## config.mk

```make
export PLATFORM = sky130hd
export DESIGN_NAME = addressed_frame_receiver
export DESIGN_NICKNAME = d
export VERILOG_FILES = /design/src/hw/rtl/afr_pkg.sv /design/src/hw/rtl/afr_ram.sv /design/src/hw/rtl/afr_ctrl.sv /design/src/hw/rtl/afr_datapath.sv /design/src/hw/rtl/addressed_frame_receiver.sv
export SDC_FILE = /design/constraint.sdc
export NUM_CORES = 1
export LEC_CHECK = 0
export BUFFER_PORTS_ARGS = -buffer_cell sky130_fd_sc_hd__buf_4
export CAP_MARGIN = 20
export CELL_PAD_IN_SITES_DETAIL_PLACEMENT = 0
export CELL_PAD_IN_SITES_GLOBAL_PLACEMENT = 2
export CORE_MARGIN = 4
export CORE_UTILIZATION = 54
export CTS_CLUSTER_SIZE = 10
export DETAILED_ROUTE_END_ITERATION = 8
export PLACE_DENSITY_LB_ADDON = 0.2
export SETUP_SLACK_MARGIN = 0.5
export SLEW_MARGIN = 25
export SYNTH_ARGS = -nofsm -noshare
export SYNTH_HDL_FRONTEND = slang
export SYNTH_SLANG_ARGS = --single-unit
```

## constraint.sdc

```tcl
create_clock -name clk_i -period 5.1 [get_ports clk_i]
set_input_delay 0.765 -clock clk_i [delete_from_list [all_inputs] [get_ports clk_i]]
set_output_delay 0.765 -clock clk_i [all_outputs]
set_load 0.01 [all_outputs]
```

## src/hw/rtl/afr_pkg.sv

```systemverilog
`timescale 1ns / 1ps
package afr_pkg;

  localparam int unsigned FRAME_BUFFER_BYTES = 64;
  localparam int unsigned ADDR_W = $clog2(FRAME_BUFFER_BYTES);
  localparam int unsigned CNT_W  = $clog2(FRAME_BUFFER_BYTES + 1);
  localparam int unsigned LEN_W  = 10;

  localparam logic [7:0] MATCH_ADDR_RST = 8'hF4;

  localparam logic REQ_BYTE  = 1'b0;
  localparam logic REQ_BREAK = 1'b1;

  typedef struct packed {
    logic       req_type;
    logic [7:0] rx_byte;
  } in_item_t;

  typedef struct packed {
    logic [7:0] frame_byte;
    logic       last_byte;
  } out_item_t;

  typedef enum logic [1:0] {
    ST_IDLE,
    ST_READ,
    ST_LOAD
  } state_e;

  typedef struct packed {
    logic take;
    logic rd_en;
    logic load;
  } ctrl_cmd_t;

  typedef struct packed {
    logic frame_good;
    logic slot_free;
    logic rd_last;
  } dp_status_t;

endpackage

```

## src/hw/rtl/afr_ram.sv

```systemverilog
`timescale 1ns / 1ps
module afr_ram #(
  parameter int unsigned WIDTH = 8,
  parameter int unsigned DEPTH = 64
) (
  input  logic                     clk_i,
  input  logic                     we_i,
  input  logic [$clog2(DEPTH)-1:0] waddr_i,
  input  logic [WIDTH-1:0]         wdata_i,
  input  logic                     re_i,
  input  logic [$clog2(DEPTH)-1:0] raddr_i,
  output logic [WIDTH-1:0]         rdata_o
);

  logic [WIDTH-1:0] mem_q [DEPTH];
  logic [WIDTH-1:0] rdata_q;

  always_ff @(posedge clk_i) begin
    if (we_i) begin
      mem_q[waddr_i] <= wdata_i;
    end
    if (re_i) begin
      rdata_q <= mem_q[raddr_i];
    end
  end

  assign rdata_o = rdata_q;

endmodule

```

## src/hw/rtl/afr_ctrl.sv

```systemverilog
`timescale 1ns / 1ps
module afr_ctrl (
  input  logic                clk_i,
  input  logic                rst_ni,
  input  logic                in_valid_i,
  output logic                in_ready_o,
  input  afr_pkg::dp_status_t sts_i,
  output afr_pkg::ctrl_cmd_t  cmd_o
);

  afr_pkg::state_e state_q, state_d;

  always_ff @(posedge clk_i or negedge rst_ni) begin
    if (!rst_ni) begin
      state_q <= afr_pkg::ST_IDLE;
    end else begin
      state_q <= state_d;
    end
  end

  always_comb begin
    state_d    = state_q;
    in_ready_o = 1'b0;
    cmd_o      = '0;
    unique case (state_q)
      afr_pkg::ST_IDLE: begin
        in_ready_o = 1'b1;
        cmd_o.take = in_valid_i;
        if (in_valid_i && sts_i.frame_good) begin
          state_d = afr_pkg::ST_READ;
        end
      end
      afr_pkg::ST_READ: begin
        cmd_o.rd_en = 1'b1;
        state_d     = afr_pkg::ST_LOAD;
      end
      afr_pkg::ST_LOAD: begin
        if (sts_i.slot_free) begin
          cmd_o.load = 1'b1;
          state_d    = sts_i.rd_last ? afr_pkg::ST_IDLE : afr_pkg::ST_READ;
        end
      end
      default: begin
        state_d = afr_pkg::ST_IDLE;
      end
    endcase
  end

  a_good_starts_release: assert property (@(posedge clk_i) disable iff (!rst_ni)
    cmd_o.take && sts_i.frame_good |=> state_q == afr_pkg::ST_READ)
    else $error("good frame did not start a release");

endmodule

```

## src/hw/rtl/afr_datapath.sv

```systemverilog
`timescale 1ns / 1ps
module afr_datapath (
  input  logic                clk_i,
  input  logic                rst_ni,
  input  logic                cfg_we_i,
  input  logic [7:0]          cfg_wdata_i,
  input  afr_pkg::in_item_t   in_item_i,
  input  afr_pkg::ctrl_cmd_t  cmd_i,
  output afr_pkg::dp_status_t sts_o,
  output logic                out_valid_o,
  input  logic                out_ready_i,
  output afr_pkg::out_item_t  out_item_o
);

  logic [7:0]                 addr_q;
  logic                       armed_q, armed_d;
  logic [afr_pkg::CNT_W-1:0]  fill_q, fill_d;
  logic [afr_pkg::CNT_W-1:0]  len_q, len_d;
  logic [7:0]                 xor_q, xor_d;
  logic [afr_pkg::ADDR_W-1:0] rel_last_q, rel_last_d;
  logic [afr_pkg::ADDR_W-1:0] k_q, k_d;
  logic                       out_valid_q, out_valid_d;
  afr_pkg::out_item_t         out_item_q, out_item_d;

  logic                       is_byte;
  logic                       addr_ok;
  logic                       room;
  logic [afr_pkg::CNT_W-1:0]  fill_inc;
  logic [7:0]                 xor_new;
  logic [afr_pkg::LEN_W-1:0]  len_ext;
  logic                       len_bad;
  logic                       at_len;
  logic                       store;
  logic [7:0]                 rdata;

  assign is_byte  = in_item_i.req_type == afr_pkg::REQ_BYTE;
  assign addr_ok  = (fill_q != '0) || (in_item_i.rx_byte == addr_q);
  assign room     = fill_q < afr_pkg::CNT_W'(afr_pkg::FRAME_BUFFER_BYTES);
  assign fill_inc = fill_q + afr_pkg::CNT_W'(1);
  assign xor_new  = xor_q ^ in_item_i.rx_byte;
  assign len_ext  = afr_pkg::LEN_W'(in_item_i.rx_byte) + afr_pkg::LEN_W'(2);
  assign len_bad  = (in_item_i.rx_byte == 8'd0)
                 || (len_ext > afr_pkg::LEN_W'(afr_pkg::FRAME_BUFFER_BYTES));
  assign at_len   = (fill_inc > afr_pkg::CNT_W'(2)) && (fill_inc == len_q);
  assign store    = cmd_i.take && is_byte && armed_q && addr_ok && room;

  assign sts_o.frame_good = is_byte && armed_q && addr_ok && room && at_len
                         && (xor_new == 8'd0);
  assign sts_o.slot_free  = !out_valid_q || out_ready_i;
  assign sts_o.rd_last    = k_q == rel_last_q;

  always_comb begin
    armed_d    = armed_q;
    fill_d     = fill_q;
    len_d      = len_q;
    xor_d      = xor_q;
    rel_last_d = rel_last_q;
    if (cmd_i.take) begin
      if (!is_byte) begin
        armed_d = 1'b1;
        fill_d  = '0;
        len_d   = '0;
        xor_d   = '0;
      end else if (armed_q) begin
        if (!addr_ok || !room) begin
          armed_d = 1'b0;
          fill_d  = '0;
          len_d   = '0;
          xor_d   = '0;
        end else if (fill_inc == afr_pkg::CNT_W'(2)) begin
          if (len_bad) begin
            armed_d = 1'b0;
            fill_d  = '0;
            len_d   = '0;
            xor_d   = '0;
          end else begin
            len_d  = len_ext[afr_pkg::CNT_W-1:0];
            fill_d = fill_inc;
            xor_d  = xor_new;
          end
        end else if (at_len) begin
          fill_d = '0;
          len_d  = '0;
          xor_d  = '0;
          if (xor_new != 8'd0) begin
            armed_d = 1'b0;
          end else begin
            rel_last_d = fill_q[afr_pkg::ADDR_W-1:0];
          end
        end else begin
          fill_d = fill_inc;
          xor_d  = xor_new;
        end
      end
    end
  end

  always_comb begin
    k_d = k_q;
    if (cmd_i.take) begin
      k_d = '0;
    end else if (cmd_i.load) begin
      k_d = k_q + afr_pkg::ADDR_W'(1);
    end
  end

  always_comb begin
    out_valid_d = out_valid_q;
    out_item_d  = out_item_q;
    if (cmd_i.load) begin
      out_valid_d           = 1'b1;
      out_item_d.frame_byte = rdata;
      out_item_d.last_byte  = k_q == rel_last_q;
    end else if (out_ready_i) begin
      out_valid_d = 1'b0;
    end
  end

  always_ff @(posedge clk_i or negedge rst_ni) begin
    if (!rst_ni) begin
      addr_q      <= afr_pkg::MATCH_ADDR_RST;
      armed_q     <= 1'b0;
      fill_q      <= '0;
      len_q       <= '0;
      xor_q       <= '0;
      out_valid_q <= 1'b0;
    end else begin
      if (cfg_we_i) begin
        addr_q <= cfg_wdata_i;
      end
      armed_q     <= armed_d;
      fill_q      <= fill_d;
      len_q       <= len_d;
      xor_q       <= xor_d;
      out_valid_q <= out_valid_d;
    end
  end

  always_ff @(posedge clk_i) begin
    rel_last_q <= rel_last_d;
    k_q        <= k_d;
    out_item_q <= out_item_d;
  end

  afr_ram #(
    .WIDTH (8),
    .DEPTH (afr_pkg::FRAME_BUFFER_BYTES)
  ) u_frame_store (
    .clk_i   (clk_i),
    .we_i    (store),
    .waddr_i (fill_q[afr_pkg::ADDR_W-1:0]),
    .wdata_i (in_item_i.rx_byte),
    .re_i    (cmd_i.rd_en),
    .raddr_i (k_q),
    .rdata_o (rdata)
  );

  assign out_valid_o = out_valid_q;
  assign out_item_o  = out_item_q;

  a_load_into_free_slot: assert property (@(posedge clk_i) disable iff (!rst_ni)
    cmd_i.load |-> (!out_valid_q || out_ready_i))
    else $error("output register overwritten while held");

  a_fill_in_range: assert property (@(posedge clk_i) disable iff (!rst_ni)
    fill_q < afr_pkg::CNT_W'(afr_pkg::FRAME_BUFFER_BYTES))
    else $error("fill count beyond frame store");

  a_read_in_frame: assert property (@(posedge clk_i) disable iff (!rst_ni)
    cmd_i.rd_en |-> (k_q <= rel_last_q))
    else $error("release read past end of frame");

endmodule

```

## src/hw/rtl/addressed_frame_receiver.sv

```systemverilog
`timescale 1ns / 1ps
// Release: once the final byte of a good frame is taken, each byte is read from the store
// (ST_READ) and then loaded into the output register (ST_LOAD) when that register is free.
// Throughput: one item per cycle while receiving; no new item is taken during a release.
// A frame of L + 2 bytes thus blocks the input until its last byte is in the output register.
// Reset: disarmed, counts and checksum cleared, address 0xF4; the frame store is not cleared.
module addressed_frame_receiver (
  input  logic               clk_i,
  input  logic               rst_ni,
  input  logic               cfg_we_i,
  input  logic [7:0]         cfg_wdata_i,
  input  logic               in_valid_i,
  output logic               in_ready_o,
  input  afr_pkg::in_item_t  in_item_i,
  output logic               out_valid_o,
  input  logic               out_ready_i,
  output afr_pkg::out_item_t out_item_o
);

  afr_pkg::ctrl_cmd_t  cmd;
  afr_pkg::dp_status_t sts;

  afr_ctrl u_ctrl (
    .clk_i      (clk_i),
    .rst_ni     (rst_ni),
    .in_valid_i (in_valid_i),
    .in_ready_o (in_ready_o),
    .sts_i      (sts),
    .cmd_o      (cmd)
  );

  afr_datapath u_datapath (
    .clk_i       (clk_i),
    .rst_ni      (rst_ni),
    .cfg_we_i    (cfg_we_i),
    .cfg_wdata_i (cfg_wdata_i),
    .in_item_i   (in_item_i),
    .cmd_i       (cmd),
    .sts_o       (sts),
    .out_valid_o (out_valid_o),
    .out_ready_i (out_ready_i),
    .out_item_o  (out_item_o)
  );

endmodule

```

==> out/metrics.csv, run 1 <==
metric;value;unit
clock-skew-final;0.0186;ns
multi_input_area;0.00555;sq mm
slew_viol_final;0;
holdBufCountCts;0;
peakVddDrop;0.291;mV
rsz0062_at_grt;no;
maxSlewHeadroom;32.6;%
grt_max_degree;76;
viasPerCell;6.27;
worstSetupStartpointType;flop;
die_h;214;um
grt_usage;23.2;%
synth_cells;1108;
wl;52.0;mm
hold_viol_final;0;
area_growth;11.9;%
clockBufferDepth;3;
dr.pass1.iters;5;
instances_no_fill;1739;
arrival;3.84;ns
cts_made_buffers;67;
synth_area;0.0229;sq mm
antenna_cells;0;
status;completed;
num_vias;10903;
syn-mean-instance-area;20.7;sq um
ys_dominant_reg_cell;edfxtp_1;
r2r_start;u_datapath.fill_q[0]$_DFFE_PN0P_;
max_stage_delay;0.84;ns
cp_slowest_cell;o21ai_1;
rows;75;
synth_edf_count;535;
dieWidth;214;um
clkSlewWorstSetupHoldPaths;0.06;ns
grt.overflow.total;0;
cts_tree;yes;
wl_per_cell;29.9;um
fmax;295;MHz
antenna_found_initial;0;
num-nets-final;1201;
grt_pass1_vias;11499;
cts_max_level;3;
p_per_area;371;mW/mm^2
hp-class;input pin to asynchronous set/reset pin;
reg2reg_slack;1.71;ns
async_flop_share;5.91;%
synth_cell_types;56;
yosys_warnings;0;
period_needed;3.39;ns
io_pins;33;
drt_first_iter_violations;1077;
grt_pass1_wl;78.3;mm
ys_seq_area_share;74.3;%
setup_viol;0;
maxCapViolCount;0;
die-area;0.0459;sq mm
drc;0;
reg2reg_to;u_datapath.fill_q[2]$_DFFE_PN0P_;
layout-drive-gt1-share;26.9;%
n_fill_cell;2938;
portBuffers;32;
r2r_cells;8;
placedCellCount;1644;
clock-sinks;575;
cts_setup_buffers;0;
p_total;9.52;mW
clockRootBuffer;clkbuf_16;
final_cell_mix;edfxtp_1, mux4_2, nor2_1, clkbuf_16, buf_4;
setup_tns;0;ns
cp-end-kind;flop;
place_hpwl;31.7;mm
tightest_slew;1.00;ns
final_common_cell;edfxtp_1;
path_cells;ha_1, and2_1, a21oi_1, o32ai_1, nand4_1, o21ai_1, nor2_2, a31o_2;
clk_latency;0.58;ns
synth-seq-cells;575;
final.period_utilization;66.4;%
ctsResizeCount;0;
initial_core_util;54.7;%
critPathMaxFanout;14;
power.static_leakage;7.90;nW
drtAntennaViolNets;0;
worstPathRequired;5.55;ns
core_area;0.0419;sq mm
globalplace.congestion;0.795;
crit_type;flop to flop;
regArea;0.0171;sq mm
syn_nets;1135;
## cell type report
type	count	share of cell area, %
clock buffers	90	7.03
clock inverters	5	0.229
inverters	13	0.190
multi-input cells	456	21.6
flip-flops and latches	575	66.4
well taps	539	2.63
repair buffers	61	1.93
## registers in the layout, summed over array words and instances (netlist names)
name / flops
u_datapath.u_frame_store.mem_q: 512
u_datapath.armed_q: 1
u_datapath.out_item_o: 9
u_datapath.fill_q: 7
u_datapath.u_frame_store.rdata_o: 8
u_datapath.rel_last_q: 6
u_datapath.addr_q: 8
u_ctrl.state_q: 2
u_datapath.k_q: 6
u_datapath.len_q: 7
u_datapath.xor_q: 8
u_datapath.out_valid_o: 1
## worst max-delay path by stage
stage / startpoint / to / slack [ns] / depth (start not counted)
2_1_floorplan: in_item_i[6] / u_datapath.u_frame_store.mem_q[57][0]$_DFFE_PP_ / 2.03 / 7
3_3_place_gp: in_item_i[3] / u_datapath.u_frame_store.mem_q[52][2]$_DFFE_PP_ / 1.21 / 8
3_5_place_dp: in_item_i[3] / u_datapath.u_frame_store.mem_q[49][2]$_DFFE_PP_ / 1.16 / 8
4_1_cts: u_datapath.fill_q[0]$_DFFE_PN0P_ / u_datapath.fill_q[2]$_DFFE_PN0P_ / 1.74 / 8
5_1_grt: u_datapath.fill_q[0]$_DFFE_PN0P_ / u_datapath.xor_q[3]$_DFFE_PN0P_ / 1.48 / 8
6_report: u_datapath.fill_q[0]$_DFFE_PN0P_ / u_datapath.fill_q[2]$_DFFE_PN0P_ / 1.71 / 8
## critical path, delay by kind of cell, from the launching register on
family	cells	cell delay, ns
compound gates	4	1.54
flops	1	0.65
simple gates	3	0.64
fa+ha+maj	1	0.42
## cells in the mapped netlist (all sizes together) (8+ instances only)
cell      n  area share, %
edfxtp  535             70
mux4    165             16
nor2     82            1.4
buf      39           0.95
dfrtp    29            3.2
xor2     27            1.0
clkbuf   25           0.41
nand2    23           0.38
nand3    16           0.37
xnor2    15           0.57
inv      13           0.21
nor2b    13           0.35
o21ai    10           0.22
a22o      9           0.34
o31ai     9           0.29
mux2      8           0.39
nor3      8           0.17
## through the flow
| stage | utilization (%) | instance area (sq um) | worst slack, ns | hold WS, ns |
|---|---|---|---|---|
| 2_1_floorplan | - | 22900 | 2.03 | 0.400 |
| 3_3_place_gp | 56.8 | 23800 | 1.21 | 0.404 |
| 3_5_place_dp | 56.8 | 23800 | 1.16 | 0.405 |
| 4_1_cts | 61.2 | 25700 | 1.74 | 0.146 |
| 5_1_grt | 61.2 | 25700 | 1.48 | 0.164 |
| 6_report | 61.2 | 25700 | 1.71 | 0.155 |
## layer usage
layer  vias up  track usage, %  part of all wire [%]
li1       4667               -                     -
met1      5767            33.6                    43
met2       386            37.1                    49
met3        83            4.76                   6.3
met4         0            5.81                   2.0
met5         -               0                     0
## report_power, final
group | internal [mW] | switching [mW] | leakage (nW)
combinational | 0.0372 | 0.124 | 1.70
clock | 2.45 | 1.73 | 0.902
sequential | 5.16 | 0.00610 | 5.29
## cells by family after synthesis
family                   Yosys count  share of synthesized area, %
AND/OR/NAND/NOR                  172                          3.54
adder cells (fa/ha/maj)            5                         0.273
AO/OA/AOI/OAI                     59                          1.92
multiplexers                     178                          16.8
buffers and inverters             77                          1.58
flip-flops                       575                          74.3
XOR/XNOR                          42                          1.60
Power figures use the tool's default switching activity.
==> inputs of run 2 (changes only) <==
Settings changed: ABC_AREA from default to 1, CORE_UTILIZATION 54 to 40.
Clock period 5.1 ns to 2.7 ns, I/O delays scaled along.
==> run 2 against run 1 <==
Total power rose to 2.7 times the previous value. Sequential share of layout area down 7.7 points. Clock skew decreased by 0.0012 ns. Design area up 13%. Die area grew 38%. Critical endpoint is now u_datapath.u_frame_store.mem_q[32][7]$_DFFE_PP_.
==> out/metrics.csv, run 2 <==
metric;value;unit;change
clk_latency;0.60;ns;was 0.58 ns
synth_area_leaders;edfxtp_1, nor2_1, o21ai_0, dfrtp_1, nand2_1;;was edfxtp_1, mux4_2, dfrtp_1, nor2_1, xor2_1
slew_viol_final;0;;unchanged
syn_nets;1962;;was 1135
clock-skew-final;0.0174;ns;was 0.0186 ns
n_fill_cell;5152;;was 2938
setup_viol;0;;unchanged
hp-class;input pin to flop;;was input pin to asynchronous set/reset pin
synth_cell_types;44;;was 56
final.period_utilization;84.8;%;was 66.4%
p_per_area;893;mW/mm^2;was 371 mW/mm^2
critPathMaxFanout;8;;was 14
yosys-top-cells-count;edfxtp_1, nor2_1, o21ai_0, nand2_1, nand3_1;;was edfxtp_1, mux4_2, nor2_1, dfrtp_1, xor2_1
dieWidth;252;um;was 214 um
clockRootBuffer;clkbuf_16;;unchanged
holdWs;0.0489;ns;was 0.155 ns
grt_max_degree;70;;was 76
synth-seq-cells;575;;unchanged
area_growth;22.6;%;was 11.9%
tightest_slew;0.993;ns;was 1.00 ns
antenna_found_initial;3;;was 0
clockBufferDepth;3;;unchanged
synth_top_area_share;67.7;%;was 70.0%
cts_tree;yes;;unchanged
cp-end-kind;flop;;unchanged
layout-drive-gt1-share;21.3;%;was 26.9%
die_h;252;um;was 214 um
synth.most_common_cell;edfxtp_1;;unchanged
drt_first_iter_violations;1581;;was 1077
wl;73.4;mm;was 52.0 mm
drtAntennaViolNets;0;;unchanged
arrival;2.59;ns;was 3.84 ns
antenna_cells;0;;unchanged
num_vias;16109;;was 10.9k
core_area;0.0589;sq mm;was 0.0419 sq mm
place_hpwl;44.8;mm;was 31.7 mm
syn-mean-instance-area;12.3;sq um;was 20.7 sq um
io_pins;33;;unchanged
portBuffers;32;;unchanged
worstSetupStartpointType;flop;;unchanged
grt_usage;22.6;%;was 23.2%
power.static_leakage;9.89;nW;was 7.90 nW
clock-sinks;575;;unchanged
yosys_warnings;0;;unchanged
largest_reg_flops;512;;unchanged
viasPerCell;5.58;;was 6.27
num-nets-final;2114;;was 1201
cts_made_buffers;69;;was 67
die-area;0.0633;sq mm;was 0.0459 sq mm
crit_type;flop to flop;;unchanged
rsz0062_at_grt;yes;;was no
wl_per_cell;25.4;um;was 29.9 um
hold_viol_final;0;;unchanged
status;completed;;unchanged
cts_max_level;3;;unchanged
maxSlewHeadroom;33.7;%;was 32.6%
ys_seq_area_share;71.8;%;was 74.3%
worstPathRequired;3.00;ns;was 5.55 ns
ys_dominant_reg_cell;edfxtp_1;;unchanged
peakVddDrop;0.464;mV;was 0.291 mV
initial_core_util;40.3;%;was 54.7%
maxCapViolCount;0;;unchanged
globalplace.congestion;0.822;;was 0.795
synth_cells;1935;;was 1108
rows;89;;was 75
final_cell_mix;edfxtp_1, nor2_1, o21ai_0, nand2_1, buf_4;;was edfxtp_1, mux4_2, nor2_1, clkbuf_16, buf_4
period_needed;2.29;ns;was 3.39 ns
final_common_cell;edfxtp_1;;unchanged
setup_tns;0;ns;unchanged
fmax;437;MHz;was 295 MHz
synth_area;0.0237;sq mm;was 0.0229 sq mm
drc;0;;unchanged
largest_register;u_datapath.u_frame_store.mem_q;;unchanged
grt_pass1_wl;106;mm;was 78.3 mm
synth_edf_count;535;;unchanged
dr.pass1.iters;5;;unchanged
async_flop_share;5.91;%;unchanged
yosys.area.top_type;edfxtp_1;;unchanged
clkSlewWorstSetupHoldPaths;0.05;ns;was 0.06 ns
grt.overflow.total;0;;unchanged
grt_pass1_vias;15831;;was 11.5k
## run 2: path summary, 6_finish.rpt
path,startpoint,end,slack [ns],depth (start not counted)
worst min register to register,u_datapath.u_frame_store.rdata_o[1]$_DFFE_PN_,u_datapath.out_item_o[2]$_DFFE_PP_,0.42,0
min in group asynchronous,rst_ni,u_datapath.addr_q[0]$_DFFE_PN0P_,0.33,2
worst min-delay path,cfg_wdata_i[1],u_datapath.addr_q[1]$_DFFE_PN0P_,0.05,2
worst max register to register,u_datapath.addr_q[4]$_DFFE_PN1P_,u_datapath.u_frame_store.mem_q[32][7]$_DFFE_PP_,0.41,12
max in group asynchronous,rst_ni,u_datapath.fill_q[4]$_DFFE_PN0P_,1.99,2
worst max-delay path,u_datapath.addr_q[4]$_DFFE_PN1P_,u_datapath.u_frame_store.mem_q[32][7]$_DFFE_PP_,0.41,12
## run 2: through the flow
stage	area (sq um)	total power, mW	util [%]	worst slack, ns	instances
6_report	29100	26.0	49.4	0.410	2888
5_1_grt	29100	27.1	49.4	0.309	2888
4_1_cts	28400	25.5	48.1	0.399	2871
2_1_floorplan	23700	14.1	-	0.372	1935
3_5_place_dp	25700	16.8	43.6	0.147	2757
3_3_place_gp	25700	16.8	43.6	0.134	2757
## run 2: cell families (layout without fill, tap and decap cells)
family,Yosys count,in the layout,share of synthesized area [%]
and+or+nand+nor,707,708,12.7
xor gates and xnor gates,21,21,0.775
adders and majority gates,5,5,0.264
AOI/OAI and AO/OA,439,439,10.7
muxes,6,6,0.285
DFF,575,575,71.8
buffers and inverters,182,361,3.37
## run 2: area by class of cell
cell class / instances / area, sq um / area share [%]
Sequential cell: 575 / 17100 / 58.7
Multi-Input combinational cell: 1179 / 6610 / 22.7
Timing Repair Buffer: 200 / 2220 / 7.65
Clock buffer: 90 / 1880 / 6.46
Tap cell: 773 / 967 / 3.33
Inverter: 62 / 259 / 0.891
Clock inverter: 9 / 88.8 / 0.306
## run 2: worst max-delay path, stage by stage (launching register included)
cell and delay [ns]:
dfstp_2 0.54, xnor2_2 0.11, nand2_1 0.08, nor2_2 0.15, nand2_2 0.08, nand2_2 0.08, nand2_2 0.07, nor2_4 0.15
buf_12 0.13, buf_16 0.16, nand2_4 0.13, nor2_1 0.12, buf_4 0.19
## run 2: metal layers
layer	up-vias	track usage, %	wire (um)
met1	8141	31.9	32400
met4	0	6.97	1980
met2	532	36.0	34500
met3	101	4.03	4430
met5	-	0	0
li1	7335	-	-
## run 2: power by group
part | switching, mW | total (mW) | internal [mW]
Sequential | 0.158 | 10.1 | 9.95
Clock | 3.42 | 8.34 | 4.93
Combinational | 5.01 | 7.51 | 2.50
Total | 8.58 | 26.0 | 17.4
## run 2: timing repair
action / 4_1_cts / 5_1_grt
buffers inserted: 10 / 12
resized for setup: 132 / 143
pin swaps: 18 / 30
endpoints found under the hold margin: 29 / 0
hold buffers: 1 / 0
gates cloned: 4 / 5
setup endpoints to repair: 524 / 548
==> inputs of run 3 (changes only) <==
Settings changed: ABC_AREA 1 to 0, CORE_UTILIZATION 40 to 45.
Clock period 2.7 ns to 2.1 ns, I/O delays scaled along.
==> run 3 against run 2 <==
The run now ends with negative setup slack left. Combinational power fell by 94%. Final cell count fell by 28%. Die area fell by 14%. Total power fell by 11%. Worst setup slack got worse by 0.93 ns. Clock skew rose by 0.012 ns. Register-to-register slack got worse by 0.93 ns. Sequential share of layout area fell by 0.72 points. Clock-buffer cell count fell by 4. Critical path depth fell by 5. Design area rose by 1.2%. Critical endpoint is now u_datapath.u_frame_store.rdata_o[7]$_DFFE_PN_. Highest routed layer unchanged.
==> out/metrics.csv, run 3 (same netlist as run 1, synthesis figures left out) <==
metric;value;unit;change
status;finished, violations left;;was completed
violations;negative setup slack;;
largest_register;u_datapath.u_frame_store.mem_q;;unchanged
setup_viol;422;;was 0
drc;0;;unchanged
grt.overflow.total;0;;unchanged
viasPerCell;5.67;;was 5.58
antenna_cells;0;;unchanged
area_growth;28.3;%;was 22.6%
die_h;234;um;was 252 um
clkSlewWorstSetupHoldPaths;0.06;ns;was 0.05 ns
cp.buffers_inverters;4;;was 3
initial_core_util;45.6;%;was 40.3%
n_fill_cell;3687;;was 5152
cts_max_level;3;;unchanged
critPathMaxFanout;6;;was 8
clockRootBuffer;clkbuf_16;;unchanged
final.period_utilization;125;%;was 84.8%
largest_reg_flops;512;;unchanged
slew_viol_final;0;;unchanged
globalplace.congestion;0.777;;was 0.822
arrival;2.94;ns;was 2.59 ns
wl;56.0;mm;was 73.4 mm
path_cells;buf_12, buf_12, buf_12, buf_8, mux4_2, mux4_2, mux4_2;;was xnor2_2, nand2_1, nor2_2, nand2_2, nand2_2, nand2_2, nor2_4, buf_12, buf_16, nand2_4, nor2_1, buf_4
grt_usage;21.1;%;was 22.6%
drtAntennaViolNets;0;;unchanged
hp-class;input pin to flop;;unchanged
cts_tree;yes;;unchanged
worstSetupStartpointType;flop;;unchanged
wl_per_cell;26.9;um;was 25.4 um
p_per_area;785;mW/mm^2;was 893 mW/mm^2
worstPathRequired;2.42;ns;was 3.00 ns
multi_input_area;0.00640;sq mm;was 0.00661 sq mm
place_hpwl;35.3;mm;was 44.8 mm
fin_ws;-0.522;ns;was 0.410 ns
fmax;381;MHz;was 437 MHz
placedCellCount;1940;;was 2757
power.static_leakage;9.37;nW;was 9.89 nW
dieWidth;234;um;was 252 um
clockBufferDepth;3;;unchanged
layout-drive-gt1-share;45.6;%;was 21.3%
antenna_found_initial;3;;unchanged
num_vias;11822;;was 16.1k
tightest_slew;0.797;ns;was 0.993 ns
grt_pass1_vias;12218;;was 15.8k
hold_viol_final;0;;unchanged
maxSlewHeadroom;46.9;%;was 33.7%
portBuffers;32;;unchanged
rows;82;;was 89
instances_no_fill;2084;;was 2888
peakVddDrop;0.525;mV;was 0.464 mV
final_cell_mix;edfxtp_1, mux4_2, buf_4, clkbuf_16, nor2_4;;was edfxtp_1, nor2_1, o21ai_0, nand2_1, buf_4
die-area;0.0547;sq mm;was 0.0633 sq mm
final_common_cell;edfxtp_1;;unchanged
drt_first_iter_violations;1219;;was 1581
clk_latency;0.59;ns;was 0.60 ns
cts_made_buffers;68;;was 69
io_pins;33;;unchanged
num-nets-final;1419;;was 2114
maxCapViolCount;0;;unchanged
grt_max_degree;67;;was 70
regArea;0.0171;sq mm;about the same
p_total;23.1;mW;was 26.0 mW
dr.pass1.iters;5;;unchanged
grt_pass1_wl;83.0;mm;was 106 mm
cp-end-kind;flop;;unchanged
cp_slowest_cell;mux4_2;;was dfstp_2
core_area;0.0503;sq mm;was 0.0589 sq mm
cp_top_family;multiplexers;;was simple AND/OR/NAND/NOR gates
clock-sinks;575;;unchanged
crit_type;flop to flop;;unchanged
clock-skew-final;0.0291;ns;was 0.0174 ns
period_needed;2.62;ns;was 2.29 ns
max_stage_delay;0.49;ns;was 0.54 ns
rsz0062_at_grt;yes;;unchanged
## run 3: cell types whose count changed in the layout (fill, tap and decap cells not counted), moves of 36 or more
cell,change
o211ai_1,-43
o21ai_0,-233
nand3_1,-37
o21ai_1,-36
nor2_1,-320
nand2_1,-132
inv_1,-38
o22ai_1,-70
mux4_2,+165
## run 3: final timing paths
path | slack [ns] | endpoint | depth (start not counted) | from
min | 0.02 | u_datapath.len_q[1]$_DFFE_PN0P_ | 3 | in_item_i[1]
max | -0.52 | u_datapath.u_frame_store.rdata_o[7]$_DFFE_PN_ | 7 | u_datapath.k_q[0]$_SDFFE_PP0P_
min in group asynchronous | 0.23 | u_datapath.addr_q[3]$_DFFE_PN0P_ | 2 | rst_ni
min reg2reg | 0.42 | u_datapath.out_item_o[2]$_DFFE_PP_ | 0 | u_datapath.u_frame_store.rdata_o[1]$_DFFE_PN_
max in group asynchronous | 1.51 | u_datapath.fill_q[1]$_DFFE_PN0P_ | 2 | rst_ni
max reg2reg | -0.52 | u_datapath.u_frame_store.rdata_o[7]$_DFFE_PN_ | 7 | u_datapath.k_q[0]$_SDFFE_PP0P_
## run 3: stage by stage
| step | hold slack, ns | setup TNS, ns | cell area (sq um) | util (%) | worst slack, ns |
|---|---|---|---|---|---|
| 4_1_cts | 0.00299 | -83.50 | 29100 | 58.0 | -0.526 |
| 5_1_grt | 0.0287 | -133.99 | 29400 | 58.6 | -0.557 |
| 3_5_place_dp | 0.313 | -175.03 | 26000 | 51.6 | -0.855 |
| 3_3_place_gp | 0.316 | -157.65 | 26000 | 51.6 | -0.876 |
| 2_1_floorplan | 0.0194 | -165.82 | 23400 | - | -0.497 |
| 6_report | 0.0238 | -76.67 | 29400 | 58.6 | -0.522 |
## run 3: layout make-up
type / count / share of cell area, %
Clock buffer: 86 / 6.12
Clock inverter: 4 / 0.0893
Inverter: 13 / 0.166
Multi-Input combinational cell: 456 / 21.7
Sequential cell: 575 / 57.9
Tap cell: 672 / 2.86
Timing Repair Buffer: 278 / 11.1
## run 3: worst min-delay path, cell delays in order
cell and delay, ns:
buf_4 0.11, buf_4 0.10, o22ai_1 0.05
## run 3: what timing repair did
| action | 4_1_cts | 5_1_grt |
|---|---|---|
| setup endpoints to repair | 552 | 553 |
| buffers inserted | 26 | 12 |
| cloned | 5 | 1 |
| pin swaps | 37 | 17 |
| gates resized for setup | 206 | 41 |
| hold buffers | 10 | 0 |
| endpoints found under the hold margin | 38 | 0 |
## run 3: power by group
part	total, mW	internal [mW]	switching (mW)
combinational	0.468	0.154	0.314
sequential	12.6	12.5	0.0142
clock	10.1	5.93	4.16
total	23.1	18.6	4.48
## run 3: per-layer routing
metal	vias up	global-route usage (%)	share of wire, %
li1	5112	-	-
met4	0	7.07	2.9
met1	6302	30.7	44
met5	-	0	0
met2	322	31.8	47
met3	86	4.99	6.0
